File: config.mk
export PLATFORM = sky130hd
export DESIGN_NAME = websocket_frame_deframer
export DESIGN_NICKNAME = d
export VERILOG_FILES = /design/src/design/wsd_pkg.sv /design/src/design/websocket_frame_deframer.sv /design/src/design/wsd_parser.sv /design/src/design/wsd_out_reg.sv
export VERILOG_INCLUDE_DIRS = /design/src /design/src/design
export SDC_FILE = /design/constraint.sdc
export NUM_CORES = 1
export LEC_CHECK = 0
export ABC_AREA = 0
export BUFFER_PORTS_ARGS = -buffer_cell sky130_fd_sc_hd__buf_2
export CORE_MARGIN = 3
export CORE_UTILIZATION = 55
export CTS_BUF_LIST = sky130_fd_sc_hd__clkbuf_4
export DETAILED_ROUTE_END_ITERATION = 6
export HOLD_SLACK_MARGIN = 0.12
export PLACE_DENSITY = 0.81
export REMOVE_ABC_BUFFERS = 1
export SYNTH_ARGS = -nofsm -noshare
export SYNTH_HDL_FRONTEND = slang
export SYNTH_SLANG_ARGS = --single-unit
File: constraint.sdc
create_clock -name clk -period 8.4 [get_ports clk]
set_clock_uncertainty 0.05 [all_clocks]
set_input_delay 2.1 -clock clk [delete_from_list [all_inputs] [get_ports clk]]
set_output_delay 2.1 -clock clk [all_outputs]
set_load 0.05 [all_outputs]
File: src/design/websocket_frame_deframer_assert.svh
// Assertion macros used by the deframer parser module.
`ifndef WEBSOCKET_FRAME_DEFRAMER_ASSERT_SVH
`define WEBSOCKET_FRAME_DEFRAMER_ASSERT_SVH

// Same-cycle implication, sampled on clk, off while arst_n is low.
`define WSD_ASSERT_NOW(label, ante, cons) \
	label: assert property (@(posedge clk) disable iff (!arst_n) (ante) |-> (cons)) \
		else $error("deframer assertion failed");

// Next-cycle implication, sampled on clk, off while arst_n is low.
`define WSD_ASSERT_NEXT(label, ante, cons) \
	label: assert property (@(posedge clk) disable iff (!arst_n) (ante) |=> (cons)) \
		else $error("deframer assertion failed");

`endif

File: src/design/wsd_pkg.sv
// Shared types and constants of the WebSocket frame deframer.
package wsd_pkg;

	localparam logic [6:0] LEN16_CODE = 7'd126;
	localparam logic [6:0] LEN64_CODE = 7'd127;

	localparam logic [3:0] OP_CONT   = 4'h0;
	localparam logic [3:0] OP_TEXT   = 4'h1;
	localparam logic [3:0] OP_BINARY = 4'h2;
	localparam logic [3:0] OP_CLOSE  = 4'h8;
	localparam logic [3:0] OP_PING   = 4'h9;
	localparam logic [3:0] OP_PONG   = 4'ha;

	localparam logic [2:0] KIND_BYTE  = 3'd0;
	localparam logic [2:0] KIND_EMPTY = 3'd1;
	localparam logic [2:0] KIND_BIN   = 3'd2;
	localparam logic [2:0] KIND_PING  = 3'd3;
	localparam logic [2:0] KIND_PONG  = 3'd4;
	localparam logic [2:0] KIND_CLOSE = 3'd5;

	localparam logic [3:0] EXT16_BYTES = 4'd2;
	localparam logic [3:0] EXT64_BYTES = 4'd8;
	localparam logic [3:0] KEY_BYTES   = 4'd4;

	typedef struct packed {
		logic [2:0] kind;
		logic [3:0] opcode;
		logic [7:0] payload_byte;
		logic       last_in_frame;
		logic       final_fragment;
	} res_t;

endpackage

File: src/design/websocket_frame_deframer.sv
// A word accepted into the input register is parsed into the result register, which drives result_valid.
// Throughput: one word per cycle while the sink takes results; the combinational parse
//   step between the input register and the result register sets this.
// A word that causes no result (header, mask key, skipped payload) leaves no bubble, but
//   a result held by result_stall holds the next word in the input register.
// Reset: arst_n low clears the input and result valid bits and returns the parser to
//   expect the first header byte of a frame; a closed stream reopens only on reset.
module websocket_frame_deframer
	import wsd_pkg::*;
(
	input  logic       clk,
	input  logic       arst_n,
	input  logic       data_valid,
	output logic       data_stall,
	input  logic [7:0] data_byte,
	output logic       result_valid,
	input  logic       result_stall,
	output logic [2:0] kind,
	output logic [3:0] opcode,
	output logic [7:0] payload_byte,
	output logic       last_in_frame,
	output logic       final_fragment
);

	logic       valid_s1;
	logic [7:0] byte_s1;
	logic       accept;
	logic       step;
	logic       free;
	logic       fire;
	res_t       res;
	res_t       res_q;

	// Parse the held word once the result register has room (empty or draining).
	assign step       = valid_s1 && free;
	// Stall only while the held word cannot move on.
	assign data_stall = valid_s1 && !step;
	assign accept     = data_valid && !data_stall;

	// Input register: take a word whenever the held one advances or none is held.
	always_ff @(posedge clk or negedge arst_n) begin
		if (!arst_n) begin
			valid_s1 <= 1'b0;
		end else if (accept) begin
			valid_s1 <= 1'b1;
		end else if (step) begin
			valid_s1 <= 1'b0;
		end
	end

	always_ff @(posedge clk) begin
		if (accept)
			byte_s1 <= data_byte;
	end

	// Header decode, length and key capture, unmasking: one step per word.
	wsd_parser u_parser (
		.clk     (clk),
		.arst_n  (arst_n),
		.step    (step),
		.byte_s1 (byte_s1),
		.fire    (fire),
		.res     (res)
	);

	// Hold the result until the sink takes it.
	wsd_out_reg u_out_reg (
		.clk          (clk),
		.arst_n       (arst_n),
		.step         (step),
		.fire         (fire),
		.res          (res),
		.result_stall (result_stall),
		.free         (free),
		.result_valid (result_valid),
		.res_q        (res_q)
	);

	assign kind           = res_q.kind;
	assign opcode         = res_q.opcode;
	assign payload_byte   = res_q.payload_byte;
	assign last_in_frame  = res_q.last_in_frame;
	assign final_fragment = res_q.final_fragment;

endmodule

File: src/design/wsd_parser.sv
// Frame header parser state and one-word parse step.
`include "websocket_frame_deframer_assert.svh"

module wsd_parser
	import wsd_pkg::*;
(
	input  logic       clk,
	input  logic       arst_n,
	input  logic       step,
	input  logic [7:0] byte_s1,
	output logic       fire,
	output res_t       res
);

	typedef enum logic [2:0] {
		PH_BYTE0,
		PH_BYTE1,
		PH_EXTLEN,
		PH_KEY,
		PH_DATA,
		PH_SKIP,
		PH_CLOSED
	} phase_t;

	phase_t      phase_q, phase_n;
	logic [3:0]  hl_q, hl_n, hl_dec;
	logic [63:0] pl_q, pl_n, pl_dec;
	logic [3:0]  op_q, op_n;
	logic        fin_q, fin_n;
	logic        masked_q, masked_n;
	logic [31:0] key_q, key_n;
	logic [1:0]  pos_q, pos_n;
	logic        done_len, done_hdr;
	logic [7:0]  key_byte;

	assign hl_dec   = (hl_q != 4'd0) ? hl_q - 4'd1 : hl_q;
	assign pl_dec   = (pl_q != 64'd0) ? pl_q - 64'd1 : pl_q;
	assign key_byte = masked_q ? key_q[{~pos_q, 3'b000} +: 8] : 8'd0;

	always_comb begin
		phase_n  = phase_q;
		hl_n     = hl_q;
		pl_n     = pl_q;
		op_n     = op_q;
		fin_n    = fin_q;
		masked_n = masked_q;
		key_n    = key_q;
		pos_n    = pos_q;
		done_len = 1'b0;
		done_hdr = 1'b0;
		fire     = 1'b0;
		res      = '{kind: KIND_BYTE, opcode: op_q, payload_byte: 8'd0,
			last_in_frame: 1'b1, final_fragment: fin_q};

		case (phase_q)
			PH_BYTE0: begin
				fin_n    = byte_s1[7];
				op_n     = byte_s1[3:0];
				masked_n = 1'b0;
				key_n    = 32'd0;
				pos_n    = 2'd0;
				pl_n     = 64'd0;
				hl_n     = 4'd0;
				phase_n  = PH_BYTE1;
			end
			PH_BYTE1: begin
				masked_n = byte_s1[7];
				if (byte_s1[6:0] == LEN16_CODE || byte_s1[6:0] == LEN64_CODE) begin
					hl_n    = (byte_s1[6:0] == LEN16_CODE) ? EXT16_BYTES : EXT64_BYTES;
					pl_n    = 64'd0;
					phase_n = PH_EXTLEN;
				end else begin
					pl_n     = {57'd0, byte_s1[6:0]};
					done_len = 1'b1;
				end
			end
			PH_EXTLEN: begin
				pl_n = {pl_q[55:0], byte_s1};
				hl_n = hl_dec;
				if (hl_dec == 4'd0)
					done_len = 1'b1;
			end
			PH_KEY: begin
				key_n = {key_q[23:0], byte_s1};
				hl_n  = hl_dec;
				if (hl_dec == 4'd0)
					done_hdr = 1'b1;
			end
			PH_DATA: begin
				pos_n = pos_q + 2'd1;
				pl_n  = pl_dec;
				fire  = 1'b1;
				res.payload_byte  = byte_s1 ^ key_byte;
				res.last_in_frame = (pl_dec == 64'd0);
				if (pl_dec == 64'd0)
					phase_n = PH_BYTE0;
			end
			PH_SKIP: begin
				pl_n = pl_dec;
				if (pl_dec == 64'd0)
					phase_n = PH_BYTE0;
			end
			default: begin
				// closed: drop the word
			end
		endcase

		// length known: fetch the mask key or finish the header
		if (done_len) begin
			if (masked_n) begin
				hl_n    = KEY_BYTES;
				phase_n = PH_KEY;
			end else begin
				done_hdr = 1'b1;
			end
		end

		if (done_hdr) begin
			pos_n = 2'd0;
			case (op_q)
				OP_CONT, OP_TEXT: begin
					if (pl_n == 64'd0) begin
						phase_n  = PH_BYTE0;
						fire     = 1'b1;
						res.kind = KIND_EMPTY;
					end else begin
						phase_n = PH_DATA;
					end
				end
				OP_BINARY, OP_PING, OP_PONG: begin
					phase_n = (pl_n == 64'd0) ? PH_BYTE0 : PH_SKIP;
					fire    = 1'b1;
					res.kind = (op_q == OP_BINARY) ? KIND_BIN :
						(op_q == OP_PING) ? KIND_PING : KIND_PONG;
				end
				default: begin
					phase_n  = PH_CLOSED;
					fire     = 1'b1;
					res.kind = KIND_CLOSE;
				end
			endcase
		end
	end

	always_ff @(posedge clk or negedge arst_n) begin
		if (!arst_n) begin
			phase_q  <= PH_BYTE0;
			hl_q     <= 4'd0;
			pl_q     <= 64'd0;
			op_q     <= 4'd0;
			fin_q    <= 1'b0;
			masked_q <= 1'b0;
			key_q    <= 32'd0;
			pos_q    <= 2'd0;
		end else if (step) begin
			phase_q  <= phase_n;
			hl_q     <= hl_n;
			pl_q     <= pl_n;
			op_q     <= op_n;
			fin_q    <= fin_n;
			masked_q <= masked_n;
			key_q    <= key_n;
			pos_q    <= pos_n;
		end
	end

	`WSD_ASSERT_NOW(a_extlen_count, phase_q == PH_EXTLEN, hl_q != 4'd0 && hl_q <= EXT64_BYTES)
	`WSD_ASSERT_NOW(a_key_masked, phase_q == PH_KEY, masked_q && hl_q != 4'd0 && hl_q <= KEY_BYTES)
	`WSD_ASSERT_NOW(a_data_left, phase_q == PH_DATA || phase_q == PH_SKIP, pl_q != 64'd0)
	`WSD_ASSERT_NEXT(a_closed_sticks, phase_q == PH_CLOSED, phase_q == PH_CLOSED)
	`WSD_ASSERT_NOW(a_closed_silent, phase_q == PH_CLOSED, !fire)

endmodule

File: src/design/wsd_out_reg.sv
// Result register that holds a finished result until the sink takes it.
module wsd_out_reg
	import wsd_pkg::*;
(
	input  logic clk,
	input  logic arst_n,
	input  logic step,
	input  logic fire,
	input  res_t res,
	input  logic result_stall,
	output logic free,
	output logic result_valid,
	output res_t res_q
);

	logic valid_q;

	assign free         = !valid_q || !result_stall;
	assign result_valid = valid_q;

	always_ff @(posedge clk or negedge arst_n) begin
		if (!arst_n) begin
			valid_q <= 1'b0;
		end else if (step) begin
			valid_q <= fire;
		end else if (!result_stall) begin
			valid_q <= 1'b0;
		end
	end

	always_ff @(posedge clk) begin
		if (step && fire)
			res_q <= res;
	end

endmodule

==> results by group, run 1 <==
Status
  – Run status: finished, violations left
  – Violations in the final reports: design-rule violations

STA
  – Final setup fails: 0
  – Setup_tns: 0 ps
  – Tcrit/Tclk final: 69.66%
  – Final worst setup slack: 2548 ps
  – Slew margin rel.: 23.93%
  – RSZ-0062 raised after global routing: no
  – Shortest period the worst path allows: 5852 ps
  – Final hold viol count: 0
  – Slew @ Worst Pin: 1136 ps
  – Hold slack: 422.4 ps
  – Maximum clock rate: 0.1709 GHz
  – Max Slew Vio Count: 0

Logic synthesis
  – Post-Syn Instances: 1189
  – Syn. warnings: 0
  – Most common cell in the netlist: nand2_1
  – Mux contribution to synthesized area: 4.004%
  – Post-synth EDFFs: 25
  – Cell Area, Synth: 0.009874 mm^2
  – Xor/xnor share of the synthesized area: 2.927%
  – Post-synthesis sequential element count: 138
  – Simple-gate share of the synthesized area: 25.90%
  – Compound-Gate Fraction of Synth Area: 24.77%
  – Synth top area share: 28.64%
  – Ys async rst share: 81.88%
  – Synth top cells by count: nand2_1 (154), dfrtp_1 (113), o21ai_0 (103)
  – Synth Area in Adders: 0.3801%
  – Main synth FF type: dfrtp_1
  – Top cell type by total area after synthesis: dfrtp_1
  – Main combinational cell family by area after synthesis: simple AND/OR/NAND/NOR gates
  – Avg Inst Size Synth: 8.305 um^2
  – Post-synthesis sequential area ratio: 36.24%
  – Synth cell types: 87
  – Synth top area cells: dfrtp_1 (29%), edfxtp_1 (7.6%), nand2_1 (5.9%)

Clock tree
  – H-Tree Depth: 4
  – CTS resizes: 0
  – Max Root-Sink Buffers: 2
  – Hold_buf cts: 0
  – Setup bufs post-CTS: 0
  – Register clock-pin slew on the reported worst setup and hold paths: 150 ps
  – Num CTS Buffers: 17
  – Root buffer cell: clkbuf_4
  – Worst skew pair latency: 590 ps
  – Clock Sinks: 138
  – CTS tree: done

Die
  – Core area: 0.01742 mm^2
  – Row count: 48
  – Boundary Pins: 31
  – Initial Util: 56.70%
  – Die area: 0.01960 mm^2
  – Die W: 140.0 um
  – DIE HEIGHT: 140.0 um

Cells and area
  – Share of layout cells above drive strength 1: 12.48%
  – Util after Layout: 58.84%
  – Area Overhead vs Synth: 3.789%
  – Nets: 1156

Route
  – Total number of vias: 10.17k
  – Drt drc: 5
  – Initial DRT Pass Iterations: 7
  – Via density: 7.361
  – Drt initial violations: 1627
  – Wire length after detailed routing: 36.68 mm
  – Routed wire per std cell: 26.56 um
  – ANT nets after route: 0

Power
  – Clock share of power: 17.0%
  – Design internal power: 1.376 mW
  – Sw Share: 50.90%
  – Pwr dens: 273.5 mW/mm^2
  – Power share of the sequential group: 41.5%
  – Gate power share: 41.5%
  – LEAKAGE: 3.945 nW
  – NetSw: 1.427 mW
  – Worst VDD drop: 233.5 uV

GRT
  – Vias in the first global route: 9478
  – Tot GR Track Use: 37.20%
  – Largest net degree at the start of global routing: 97
  – Initial antenna violation count: 2
  – Total congestion overflow: 0
  – First-pass GRT wire length: 57.31 mm

Flow run
  – MaxCap Viol Count: 0

Setup path
  – Crit path buffers/inverters: 0
  – Critical-path top delay cell: and3_1
  – Family with the most delay on the worst path: simple AND/OR/NAND/NOR gates
  – Critical path class: flip-flop to flip-flop
  – Max stage delay on crit path: 740 ps
  – CP Capture Type: flip-flop
  – Worst endpoint required time: 8550 ps
  – Worst setup SP type: flip-flop
  – Crit-path max FO: 17
  – Crit path cell chain: nor4_2 -> and4_1 -> nand3_1 -> a31oi_2 -> nand2_1 -> o311a_1 -> a211o_1 -> nor4_1 -> nand4_1 -> o211ai_1 -> and3_1
  – Critical Path AT: 6000 ps

Placed design
  – Port buffer count: 30
  – Pre-CTS WS: 2785 ps
  – HPWL after DPL: 25.09 mm
  – Placer Congestion: 1.083

Hold path
  – Min-Delay Path Class: flip-flop to flip-flop
## worst paths after layout
kind	startpoint	endpoint	slack (ps)	depth (start not counted)
max	u_parser.pl_q[13]	u_out_reg.res_q[7]	2550	11
min	u_parser.fin_q	u_out_reg.res_q[0]	420	0
max reg2reg	u_parser.pl_q[13]	u_out_reg.res_q[7]	2550	11
min reg2reg	u_parser.fin_q	u_out_reg.res_q[0]	420	0
max in group asynchronous	arst_n	u_parser.key_q[1]	5480	2
min in group asynchronous	arst_n	u_parser.pl_q[26]	1450	1
## final cells by class
class	count	area, um^2
Antenna cell	2	5.005
Clock buffer	18	135.1
Clock inverter	14	147.6
Fill cell	1586	7168
Inverter	15	56.30
Multi-Input combinational cell	919	5742
Sequential cell	138	3578
Tap cell	225	281.5
Timing Repair Buffer	50	302.8
## sequential cells by signal, indices dropped and copies added, names as in the netlist
| name | flops |
|---|---|
| byte_s1 | 8 |
| u_parser.pl_q | 64 |
| u_out_reg.result_valid | 1 |
| valid_s1 | 1 |
| u_parser.phase_q | 3 |
| u_parser.masked_q | 1 |
| u_out_reg.res_q | 17 |
| u_parser.hl_q | 4 |
| u_parser.key_q | 32 |
| u_parser.pos_q | 2 |
| u_parser.fin_q | 1 |
| u_parser.op_q | 4 |
## metal layers
metal | part of all wire [%] | vias up | GRT usage, %
met5 | 0 | - | 0
met3 | 12 | 183 | 8.057
li1 | - | 4399 | -
met4 | 5.5 | 0 | 15.55
met1 | 40 | 4816 | 53.66
met2 | 43 | 768 | 54.47
## cells by family (layout without fill, tap and decap cells)
kind of cell / Yosys count / count (layout)
XOR/XNOR: 33 / 33
AO/OA/AOI/OAI: 362 / 362
buffers and inverters: 132 / 97
AND/OR/NAND/NOR: 493 / 493
other: 0 / 2
adder cells (fa/ha/maj): 3 / 3
multiplexers: 28 / 28
flip-flops: 138 / 138
## worst reg2reg max path: stages (launching register included)
cell,delay (ps)
dfrtp_1,580
nor4_2,550
and4_1,530
nand3_1,170
a31oi_2,660
nand2_1,390
o311a_1,420
a211o_1,280
nor4_1,420
nand4_1,360
o211ai_1,320
and3_1,740
## metrics by stage
| step | cells | instance area, um^2 | total power [mW] |
|---|---|---|---|
| 3_3_place_gp | 1347 | 9961 | 2.268 |
| 5_1_grt | 1380 | 10250 | 2.927 |
| 4_1_cts | 1379 | 10240 | 2.738 |
| 6_report | 1381 | 10250 | 2.803 |
| 2_1_floorplan | 1072 | 9360 | 1.821 |
| 3_5_place_dp | 1347 | 9961 | 2.268 |
## cell usage in the layout, fill, tap and decap left out, drive strengths merged, types with 12 or more instances in the layout
master  instances
xor2           21
a31oi          22
inv            25
nor2           96
o21ai         105
xnor2          12
nor3           55
dfrtp         113
clkbuf         18
a22o           43
nand2         154
or4            23
mux2           12
a211oi         12
edfxtp         25
nand4          28
a21oi          66
nand3          26
nor4           38
buf            50
## power groups by stage
stage | registers, mW | clock network [mW] | logic, mW
finish | 1.16 | 0.476 | 1.16
global route | 1.17 | 0.507 | 1.25
CTS | 1.14 | 0.477 | 1.12
detailed placement | 1.15 | 0 | 1.12
global placement | 1.15 | 0 | 1.12
floorplan | 1.11 | 0 | 0.715
Power figures use the tool's default switching activity.
==> run 2, diff against run 1 <==
- clock period: 8.4 -> 5.9 ns (I/O delays scaled with it)
==> results by group, run 2 (same netlist as run 1, synthesis figures left out) <==
Power
  – Worst VDD drop: 238.1 uV
  – Sw Share: 50.14%
  – Pwr dens: 395.6 mW/mm^2
  – LEAKAGE: 4.080 nW
  – Power share of the sequential group: 38.9%
  – Clock share of power: 17.0%
  – Gate power share: 44.0%
  – NetSw: 2.079 mW
  – Overall power: 4.146 mW
  – Design internal power: 2.067 mW

Status
  – Run status: finished, violations left
  – Violations in the final reports: design-rule violations

Clock tree
  – Register clock-pin slew on the reported worst setup and hold paths: 150 ps
  – Num CTS Buffers: 17
  – Root buffer cell: clkbuf_4
  – H-Tree Depth: 4
  – Clock Sinks: 138
  – Hold_buf cts: 0
  – CTS resizes: 0
  – Setup bufs post-CTS: 0
  – Max Root-Sink Buffers: 2
  – CTS tree: done
  – Worst skew pair latency: 630 ps

Cells and area
  – Share of layout cells above drive strength 1: 14.55%
  – Final Instance Area: 0.01048 mm^2
  – Util after Layout: 60.17%
  – Commonest non-fill, non-tap cell in the layout: nand2_1
  – Post-Layout Cell Count: 1408
  – Nets: 1184
  – Top reg by flops: u_parser.pl_q
  – Most frequent cells in the layout: nand2_1 (152), dfrtp_1 (113), o21ai_0 (103)
  – Largest regs: u_parser.pl_q: 64 flops, u_parser.key_q: 32 flops, u_out_reg.res_q: 17 flops
  – Number of flip-flops in the largest register: 64
  – Area Overhead vs Synth: 6.133%
  – Fillcell total: 1587

Die
  – Die W: 140.0 um
  – Row count: 48
  – Core area: 0.01742 mm^2
  – DIE HEIGHT: 140.0 um
  – Die area: 0.01960 mm^2
  – Boundary Pins: 31
  – Initial Util: 56.70%

STA
  – Maximum clock rate: 0.1800 GHz
  – Final setup fails: 0
  – Shortest period the worst path allows: 5555 ps
  – Slew @ Worst Pin: 1179 ps
  – Slew margin rel.: 21.20%
  – Final hold viol count: 0
  – Tcrit/Tclk final: 94.16%
  – RSZ-0062 raised after global routing: no
  – Setup_tns: 0 ps
  – Max Slew Vio Count: 0

Setup path
  – Critical path class: flip-flop to flip-flop
  – Crit-path max FO: 14
  – Critical Path AT: 5810 ps
  – Worst R2R End: u_out_reg.res_q[8]
  – Register-to-Register Path Depth: 12
  – Crit. Startpoint: u_parser.pl_q[13]
  – Worst endpoint required time: 6150 ps
  – Worst Setup EP: u_out_reg.res_q[8]
  – Reg-to-reg startpoint: u_parser.pl_q[13]
  – Worst reg2reg setup slack: 340 ps
  – CP Capture Type: flip-flop
  – Worst setup SP type: flip-flop

Route
  – M1 WL: 14.58 mm
  – Initial DRT Pass Iterations: 7
  – Met3 WL: 5.196 mm
  – DR WL met2: 16.23 mm
  – Wire length after detailed routing: 38.23 mm
  – Via density: 7.445
  – Routed wire per std cell: 27.15 um
  – Drt initial violations: 2005
  – Total number of vias: 10.48k
  – Max Used Layer: met4
  – ANT nets after route: 0
  – Drt drc: 2

GRT
  – Tot GR Track Use: 38.72%
  – Initial antenna violation count: 1
  – Total congestion overflow: 0
  – Largest net degree at the start of global routing: 70
  – First-pass GRT wire length: 59.14 mm
  – Vias in the first global route: 9963

Placed design
  – Port buffer count: 30
  – HPWL after DPL: 26.34 mm
  – Placed Instances: 1375
  – Cell Area, Placed: 0.01017 mm^2
  – Placer Congestion: 1.047

Hold path
  – Min-Delay Path Class: flip-flop to flip-flop
  – Hold Path Cell Cnt: 0

Flow run
  – MaxCap Viol Count: 0
run 2: cell types whose count changed in the layout (fill, tap and decap cells not counted), moves of 2 or more:
cell | before | now
inv_8 | 5 | 2
buf_4 | 21 | 49
inv_6 | 3 | 5
inv_4 | 3 | 0
clkinvlp_4 | 1 | 3
run 2: worst max-delay path, cell delays in order, from the launching register on:
cell and delay [ps]:
dfrtp_1 590, nor4_2 600, and4_1 570, nand3_1 240, a31oi_4 480, nand2_1 340
o311a_1 410, a211o_1 310, nor4_1 510, nand4_1 380, o211ai_1 310, and3_1 240
buf_4 210
run 2: how the worst min path moves through the flow:
stage | end | from | slack (ps)
final | u_out_reg.res_q[0] | u_parser.fin_q | 410
after global routing | u_out_reg.res_q[0] | u_parser.fin_q | 440
after CTS | u_out_reg.res_q[0] | u_parser.fin_q | 410
after detailed placement | u_out_reg.res_q[0] | u_parser.fin_q | 380
after global placement | u_out_reg.res_q[0] | u_parser.fin_q | 370
after floorplan | u_out_reg.res_q[0] | u_parser.fin_q | 370
run 2: metal layers:
layer | track usage (%) | vias to the layer above
li1 | - | 4429
met1 | 54.83 | 4898
met2 | 56.34 | 947
met3 | 8.501 | 209
met4 | 19.02 | 0
met5 | 0 | -
run 2: power by group through the flow:
stage | clock network (mW) | logic [mW] | registers [mW]
final | 0.706 | 1.83 | 1.61
after global routing | 0.742 | 1.94 | 1.63
after CTS | 0.709 | 1.76 | 1.58
after detailed placement | 0 | 1.75 | 1.60
after global placement | 0 | 1.77 | 1.59
after floorplan | 0 | 1.02 | 1.57
run 2: stage by stage:
stage / hold WS [ps] / worst slack, ps
floorplan: 369.4 / 64.60
global placement: 375.0 / 366.7
detailed placement: 379.9 / 376.2
CTS: 412.2 / 322.3
global route: 441.7 / 192.9
finish: 413.3 / 344.6
run 2: final cells by class:
type	count	area (um^2)	area share, %
clock buffers	18	135.1	1.289
inverters	15	56.30	0.5372
multi-input cells	919	5751	54.87
diodes	1	2.502	0.02388
flip-flops and latches	138	3578	34.14
clock inverters	14	162.7	1.552
well taps	225	281.5	2.686
repair buffers	78	513.0	4.895
==> run 3, diff against run 2 <==
- RECOVER_POWER: not set -> 50
==> results by group, run 3 (same netlist as run 1, synthesis figures left out) <==
Power
  – Overall power: 4.148 mW
  – Worst VDD drop: 236.6 uV
  – LEAKAGE: 4.062 nW
  – Pwr dens: 396.4 mW/mm^2

Clock tree
  – Hold_buf cts: 0
  – Worst skew pair latency: 620 ps
  – Root buffer cell: clkbuf_4
  – Clock Sinks: 138
  – CTS tree: done
  – Max Root-Sink Buffers: 2
  – Num CTS Buffers: 17
  – Register clock-pin slew on the reported worst setup and hold paths: 150 ps
  – H-Tree Depth: 4

Status
  – Run status: finished, violations left
  – Violations in the final reports: design-rule violations, max-capacitance violations, max-slew violations

STA
  – RSZ-0062 raised after global routing: no
  – Shortest period the worst path allows: 5662 ps
  – Final hold viol count: 0
  – Tcrit/Tclk final: 95.97%
  – Maximum clock rate: 0.1766 GHz
  – Setup_tns: 0 ps
  – Final setup fails: 0
  – Hold slack: 415.2 ps
  – Max Slew Vio Count: 70
  – Slew margin rel.: -177.2%
  – Final worst setup slack: 237.6 ps
  – Slew @ Worst Pin: 4158 ps

Cells and area
  – Commonest non-fill, non-tap cell in the layout: nand2_1
  – Number of flip-flops in the largest register: 64
  – Share of layout cells above drive strength 1: 14.04%
  – Register area: 0.003578 mm^2
  – Most frequent cells in the layout: nand2_1 (153), dfrtp_1 (113), o21ai_0 (103)
  – Area Overhead vs Synth: 5.968%
  – Largest regs: u_parser.pl_q: 64 flops, u_parser.key_q: 32 flops, u_out_reg.res_q: 17 flops
  – Top reg by flops: u_parser.pl_q
  – Nets: 1184
  – Fillcell total: 1591
  – Area occupied by multi-input gates: 0.005748 mm^2

Setup path
  – Max stage delay on crit path: 960 ps
  – Worst setup SP type: flip-flop
  – Critical path class: flip-flop to flip-flop
  – Crit path buffers/inverters: 3
  – Worst endpoint required time: 6150 ps
  – Critical-path top delay cell: nor3b_1
  – Crit-path max FO: 14
  – Crit path cell chain: inv_1 -> ha_1 -> nor3b_1 -> nand4_1 -> or3_4 -> o311ai_0 -> o311a_1 -> o2111ai_1 -> nor4_1 -> buf_4 -> nand4_1 -> o211ai_1 -> and3_1 -> buf_4
  – Critical Path AT: 5910 ps
  – Family with the most delay on the worst path: simple AND/OR/NAND/NOR gates
  – CP Capture Type: flip-flop

GRT
  – Tot GR Track Use: 38.72%
  – First-pass GRT wire length: 59.14 mm
  – Largest net degree at the start of global routing: 70
  – Total congestion overflow: 0
  – Vias in the first global route: 9963
  – Initial antenna violation count: 1

Route
  – Drt initial violations: 1952
  – Initial DRT Pass Iterations: 7
  – Total number of vias: 10.50k
  – Via density: 7.455
  – ANT nets after route: 0
  – Wire length after detailed routing: 38.20 mm
  – Routed wire per std cell: 27.13 um
  – Drt drc: 11

Flow run
  – MaxCap Viol Count: 1

Die
  – Row count: 48
  – Die area: 0.01960 mm^2
  – Initial Util: 56.70%
  – Core area: 0.01742 mm^2
  – Boundary Pins: 31
  – Die W: 140.0 um
  – DIE HEIGHT: 140.0 um

Placed design
  – HPWL after DPL: 26.34 mm
  – Pre-CTS WS: 376.2 ps
  – Port buffer count: 30
  – Placer Congestion: 1.047

Hold path
  – Min-Delay Path Class: flip-flop to flip-flop
[run 3: cell count changes in the layout (fill, tap and decap cells not counted), sizes merged]
cell,before,now
clkbuf,18,23
buf,78,73
[run 3: metal layers]
metal / part of all wire (%) / wire [um] / track usage (%)
met1: 38 / 14620 / 54.83
met3: 13 / 5028 / 8.501
met2: 42 / 16220 / 56.34
met4: 6.1 / 2331 / 19.02
met5: 0 / 0 / 0
[run 3: path summary, 6_finish.rpt]
check,to,slack [ps],startpoint,cells past startpoint
worst max-delay path,u_out_reg.res_q[8],240,u_parser.pl_q[0],14
worst min-delay path,u_out_reg.res_q[0],420,u_parser.fin_q,0
worst max register to register,u_out_reg.res_q[8],240,u_parser.pl_q[0],14
worst min register to register,u_out_reg.res_q[0],420,u_parser.fin_q,0
max in group asynchronous,u_parser.phase_q[0],1210,arst_n,1
min in group asynchronous,u_parser.pl_q[48],2260,arst_n,1
[run 3: timing repair]
item | CTS | global route
resized for setup | 0 | 1
endpoints found under the setup margin | 0 | 16
setup buffers | 0 | 0
[run 3: power breakdown]
group          switching [mW]  internal (mW)
clock network           0.440          0.268
registers               0.456           1.15
logic                    1.18          0.645
[run 3: per-stage QoR]
step	cell area, um^2	utilization [%]	cells
after detailed placement	10170	58.40	1375
final	10460	60.08	1408
after global routing	10460	60.08	1408
after global placement	10170	58.40	1375
after floorplan	9360	-	1072
after CTS	10470	60.11	1407
[run 3: area by class of cell]
| class | instances | share of cell area, % |
|---|---|---|
| Multi-Input combinational cell | 919 | 54.93 |
| Sequential cell | 138 | 34.20 |
| Timing Repair Buffer | 78 | 4.771 |
| Tap cell | 225 | 2.690 |
| Clock inverter | 14 | 1.554 |
| Clock buffer | 18 | 1.291 |
| Inverter | 15 | 0.5381 |
| Antenna cell | 1 | 0.02391 |
